### config.mk
export PLATFORM = sky130hd
export DESIGN_NAME = cdcs_act
export DESIGN_NICKNAME = d
export VERILOG_FILES = /design/src/hdl/cdcs_pkg.sv /design/src/hdl/cdcs_act.sv
export SDC_FILE = /design/constraint.sdc
export NUM_CORES = 1
export LEC_CHECK = 0
export CAP_MARGIN = 20
export CORE_MARGIN = 2
export CORE_UTILIZATION = 67
export CTS_CLUSTER_SIZE = 24
export DETAILED_ROUTE_END_ITERATION = 16
export DONT_BUFFER_PORTS = 1
export PLACE_DENSITY_LB_ADDON = 0.1
export SYNTH_ARGS = -nofsm -noshare
export SYNTH_HDL_FRONTEND = slang
export SYNTH_SLANG_ARGS = --single-unit
### constraint.sdc
create_clock -name clk_i -period 16.2 [get_ports clk_i]
set_input_delay 1.62 -clock clk_i [delete_from_list [all_inputs] [get_ports clk_i]]
set_output_delay 1.62 -clock clk_i [all_outputs]
set_load 0.02 [all_outputs]
### src/hdl/cdcs_pkg.sv
// Shared types and constants for the causal depthwise conv1d + SiLU block.
// Holds field widths, item kind and config index codes, and the sigmoid table.
// No dependencies; every other file in hdl/ uses this package.
package cdcs_pkg;

  localparam int KIND_W     = 3;
  localparam int CH_W       = 6;
  localparam int SLOT_W     = 2;
  localparam int DATA_W     = 16;
  localparam int SEG_IN_W   = 16;
  localparam int ACC_W      = 40;
  localparam int CFG_IDX_W  = 1;
  localparam int CFG_DATA_W = 3;
  localparam int SIG_DEPTH  = 256;
  localparam int SIG_IW     = 8;

  // e^-1/16 in Q0.32, step ratio for the sigmoid table build
  localparam logic [31:0] RATIO_Q32 = 32'd4034748382;

  typedef enum logic [KIND_W-1:0] {
    KIND_SAMPLE = 3'd0,
    KIND_TAP    = 3'd1,
    KIND_BIAS   = 3'd2,
    KIND_INIT   = 3'd3,
    KIND_QUERY  = 3'd4
  } kind_e;

  typedef enum logic [CFG_IDX_W-1:0] {
    CFG_TAP_COUNT   = 1'b0,
    CFG_SILU_ENABLE = 1'b1
  } cfg_idx_e;

  typedef logic [SIG_DEPTH-1:0][15:0] sig_table_t;

  // Sigmoid in Q0.16 sampled at (k-128)/16; evaluated at elaboration only.
  // s(m) = round(2^48 / (2^32 + p(m))) by restoring division.
  function automatic sig_table_t sig_build();
    logic [63:0] p;
    logic [63:0] d;
    logic [63:0] n;
    logic [63:0] q;
    logic [63:0] rem;
    sig_table_t  t;
    t = '0;
    p = 64'd1 << 32;
    for (int m = 0; m <= 128; m++) begin
      d   = (64'd1 << 32) + p;
      n   = (64'd1 << 48) + (d >> 1);
      rem = '0;
      q   = '0;
      for (int b = 48; b >= 0; b--) begin
        rem = {rem[62:0], n[b]};
        if (rem >= d) begin
          rem  = rem - d;
          q[b] = 1'b1;
        end
      end
      if (m < 128) t[128 + m] = q[15:0];
      if (m > 0) t[128 - m] = 16'(17'h10000 - q[16:0]);
      p = (p * {32'd0, RATIO_Q32} + (64'd1 << 31)) >> 32;
    end
    return t;
  endfunction

  localparam sig_table_t SIG_TABLE = sig_build();

endpackage

### src/hdl/cdcs_act.sv
// Output stage: rounds the 40-bit accumulator to Q8.8, applies optional SiLU
// through the sigmoid table, saturates. Three-stage pipeline; uses cdcs_pkg.
module cdcs_act (
  input  logic                               clk_i,
  input  logic                               rst_ni,
  input  logic                               start_i,
  input  logic signed [cdcs_pkg::ACC_W-1:0]  acc_i,
  input  logic                               silu_en_i,
  output logic                               done_o,
  output logic signed [cdcs_pkg::DATA_W-1:0] value_o
);

  localparam int VW = cdcs_pkg::ACC_W - 14;  // pre-activation width
  localparam logic signed [cdcs_pkg::ACC_W-1:0] ACC_W_RND = 8192;

  logic                 vld1_q, vld2_q, done_q;
  logic                 sil1_q, sil2_q;
  logic signed [VW-1:0] v1_q, v2_q;
  logic                 hi_q, lo_q;
  logic signed [29:0]   prod_q;
  logic signed [15:0]   val_q;

  logic signed [cdcs_pkg::ACC_W-1:0] acc_rnd;
  logic signed [VW-1:0]              v_ofs;
  logic [cdcs_pkg::SIG_IW-1:0]       sig_idx;
  logic [15:0]                       sig_val;
  logic signed [29:0]                prod_rnd;
  logic signed [VW-1:0]              act_v;
  logic signed [15:0]                sat_v;

  // stage 1: round half up, floor shift by 14
  assign acc_rnd = acc_i + ACC_W_RND;

  // stage 2: table lookup and v * sigmoid
  assign v_ofs   = v1_q + VW'(2048);
  assign sig_idx = v_ofs[11:4];
  assign sig_val = cdcs_pkg::SIG_TABLE[sig_idx];

  // stage 3: select, round product, saturate
  assign prod_rnd = prod_q + 30'sd32768;

  always_comb begin
    if (!sil2_q || hi_q) begin
      act_v = v2_q;
    end else if (lo_q) begin
      act_v = '0;
    end else begin
      act_v = VW'($signed(prod_rnd[29:16]));
    end
    if (act_v > VW'(32767)) begin
      sat_v = 16'sh7FFF;
    end else if (act_v < -VW'(32768)) begin
      sat_v = -16'sh8000;
    end else begin
      sat_v = act_v[15:0];
    end
  end

  always_ff @(posedge clk_i or negedge rst_ni) begin
    if (!rst_ni) begin
      vld1_q <= 1'b0;
      vld2_q <= 1'b0;
      done_q <= 1'b0;
    end else begin
      vld1_q <= start_i;
      vld2_q <= vld1_q;
      done_q <= vld2_q;
    end
  end

  // datapath registers
  always_ff @(posedge clk_i) begin
    v1_q   <= acc_rnd[cdcs_pkg::ACC_W-1:14];
    sil1_q <= silu_en_i;
    v2_q   <= v1_q;
    sil2_q <= sil1_q;
    hi_q   <= (v1_q >= VW'(2048));
    lo_q   <= (v1_q < -VW'(2048));
    prod_q <= 30'($signed(v1_q[12:0]) * $signed({1'b0, sig_val}));
    if (vld2_q) val_q <= sat_v;
  end

  assign done_o  = done_q;
  assign value_o = val_q;

endmodule

==> out/results.txt <==
Fin Clk Skew: 0.00708 ns
Reg2Reg Depth: 29
FF/Latch Area: 1990 um^2
Worst Path Buf+Inv: 4
Global-route usage over all layers: 0.422
Number of cells on the critical path: 29
Clock sinks: 90
Detail Route Antenna Nets: 0
Synthesized area per cell: 8.21 um^2
Placement row count: 52
Final std cells w/o fill: 1847
Share of layout cells above drive strength 1: 0.0482
Post-synth EDFFs: 16
Dpl hpwl: 32400 um
Metal1 wirelength: 17700 um
Final Hold Viols: 0
Post-synthesis sequential area ratio: 0.145
Largest net degree at the start of global routing: 66
CP delay by family, top: adder cells
Global-route wire length before repair: 70400 um
Final period util: 0.648
Util after Layout: 0.688
Arr. time, crit path: 10.72 ns
Filler Cell Count: 1570
Placed insts: 1830
Setup TNS: 0 ns
Met2 WL: 20100 um
Critical-path maximum fanout: 34
Detailed Routing Iterations Pass 1: 6
Metal3 WL: 5510 um
Netlist cell types: 88
Synth top area cells: fa_1 (23%), ha_1 (11%), dfxtp_1 (10%), nand2_1 (5.3%), inv_1 (4.7%)
CTS Buf Count: 9
Fmax: 0.0953 GHz
Vias in the first global route: 12600
Clk root buf: clkbuf_16
Ys async rst share: 0.0333
Via count: 12800
# port buffers: 0
Most frequent cells in the layout: nand2_1 (194), inv_1 (170), fa_1 (153)
Synth area leader: fa_1
Min Clock Period, post-route: 10.49 ns
H-tree Lvls: 3
Grt ovf: 0
Die W: 147 um
Final setup fails: 0
Top sig layer: met4
CP max-delay cell: nand2b_1
Slew Limit Fails: 0
Total of max-cap violations: 0
CP Class: flop to flop
Slew margin rel.: 0.247
Initial Utilization: 0.677
Via-to-Cell Ratio: 6.90
DR DRC count: 0
CTS tree: done
Post_cts resized: 0
Worst-margin pin slew: 1.13 ns
Synthesized area: 13600 um^2
Setup Buffers After CTS: 0
Most common cell after layout, fill and taps aside: nand2_1
Crit. End Element: flop
Worst hold path cell count: 0
DRT iter0 DRCs: 1664
Final nets: 1886
Status: completed
Drt wl/cell: 24.5 um
Syn-to-layout area delta: 1.58%
Clk pin slew, worst setup/hold paths: 0.07 ns
Commonest register cell after synthesis: dfxtp_1
Gate Count Post-Synth: 1658
Die Y-Extent: 147 um
Worst-skew pair later-pin latency: 0.34 ns
Antenna violations before repair: 1
WP data required: 16.43 ns
Yosys reg bits: 90
CTS max path bufs: 2
Io pins: 61
Tightest Hold Check Type: flop to flop
Total Routed Length: 45300 um
Worst path most repeated cell: fa_1
Gp weighted congestion: 1.04
Startpoint Class: flop
Die area: 21500 um^2
Yosys warns: 0
Core box area: 20100 um^2
Post-Syn Nets: 1973
CP max stage delay: 0.68 ns
Area of the multi-input gates: 10400 um^2
Hold-fix buffers, CTS: 0
RSZ-0062 raised after global routing: false
Yosys top cell area share: 0.225
[final cells by class]
type,count,area share
clock buffers,9,0.0163
repair buffers,19,0.0103
clock inverters,7,0.00317
flip-flops and latches,90,0.144
multi-input cells,1279,0.755
inverters,172,0.0467
diodes,1,0.000181
well taps,270,0.0244
[kinds of logic (layout without fill, tap and decap cells)]
logic type	count (synthesis)	after routing	share of synthesized area
AND/OR/NAND/NOR	549	549	0.193
AO/OA/AOI/OAI	396	396	0.194
buffers and inverters	289	207	0.0876
adder cells (fa/ha/maj)	271	271	0.333
flip-flops	90	90	0.145
XOR/XNOR	54	54	0.0347
multiplexers	9	9	0.0122
other	0	1	0
[flip-flops by register name, indices dropped and copies added (netlist names), 15 cells and up]
signal and count:
v2_q 26, v1_q 26, value_o 16, prod_q 15
[Yosys cell counts, types with 6 or more instances]
library cell / instances
and2_1: 55
a22oi_1: 15
nand3_1: 41
nor2b_1: 10
o21bai_1: 7
a311oi_1: 15
nand2_1: 194
buf_1: 6
nand2b_1: 25
nor4_1: 7
ha_1: 118
a21oi_1: 102
o311ai_0: 6
a31oi_1: 22
edfxtp_1: 16
nor2_1: 116
o31ai_1: 12
a211oi_1: 22
nand4_1: 18
o21ai_0: 94
xnor2_1: 43
o211ai_1: 21
inv_1: 170
mux4_2: 6
xor2_1: 11
fa_1: 153
buf_2: 43
nor3_1: 26
or2_2: 13
clkbuf_1: 59
and3_1: 20
dfxtp_1: 71
[metrics by stage]
stage | cell area, um^2 | worst slack [ns] | hold WS, ns
finish | 13800 | 5.71 | 0.329
global route | 13800 | 5.52 | 0.341
CTS | 13800 | 6.23 | 0.333
detailed placement | 13600 | 6.29 | 0.318
global placement | 13600 | 6.35 | 0.313
floorplan | 13600 | 8.12 | 0.310
[routing by layer]
metal	up-vias	track usage
met5	-	0
met4	0	0.168
met3	178	0.0822
met2	983	0.653
met1	6078	0.587
li1	5514	-
[worst paths after layout]
check | slack, ns | to | startpoint
worst max register to register | 5.71 | prod_q[28] | v1_q[4]
worst min-delay path | 0.33 | sil2_q | sil1_q
worst min register to register | 0.33 | sil2_q | sil1_q
max in group asynchronous | 15.16 | done_o | rst_ni
worst max-delay path | 5.71 | prod_q[28] | v1_q[4]
min in group asynchronous | 0.97 | vld1_q | rst_ni
Power is not shown: default switching activity piles up to over one toggle a cycle in this logic, so the estimate is an artifact.
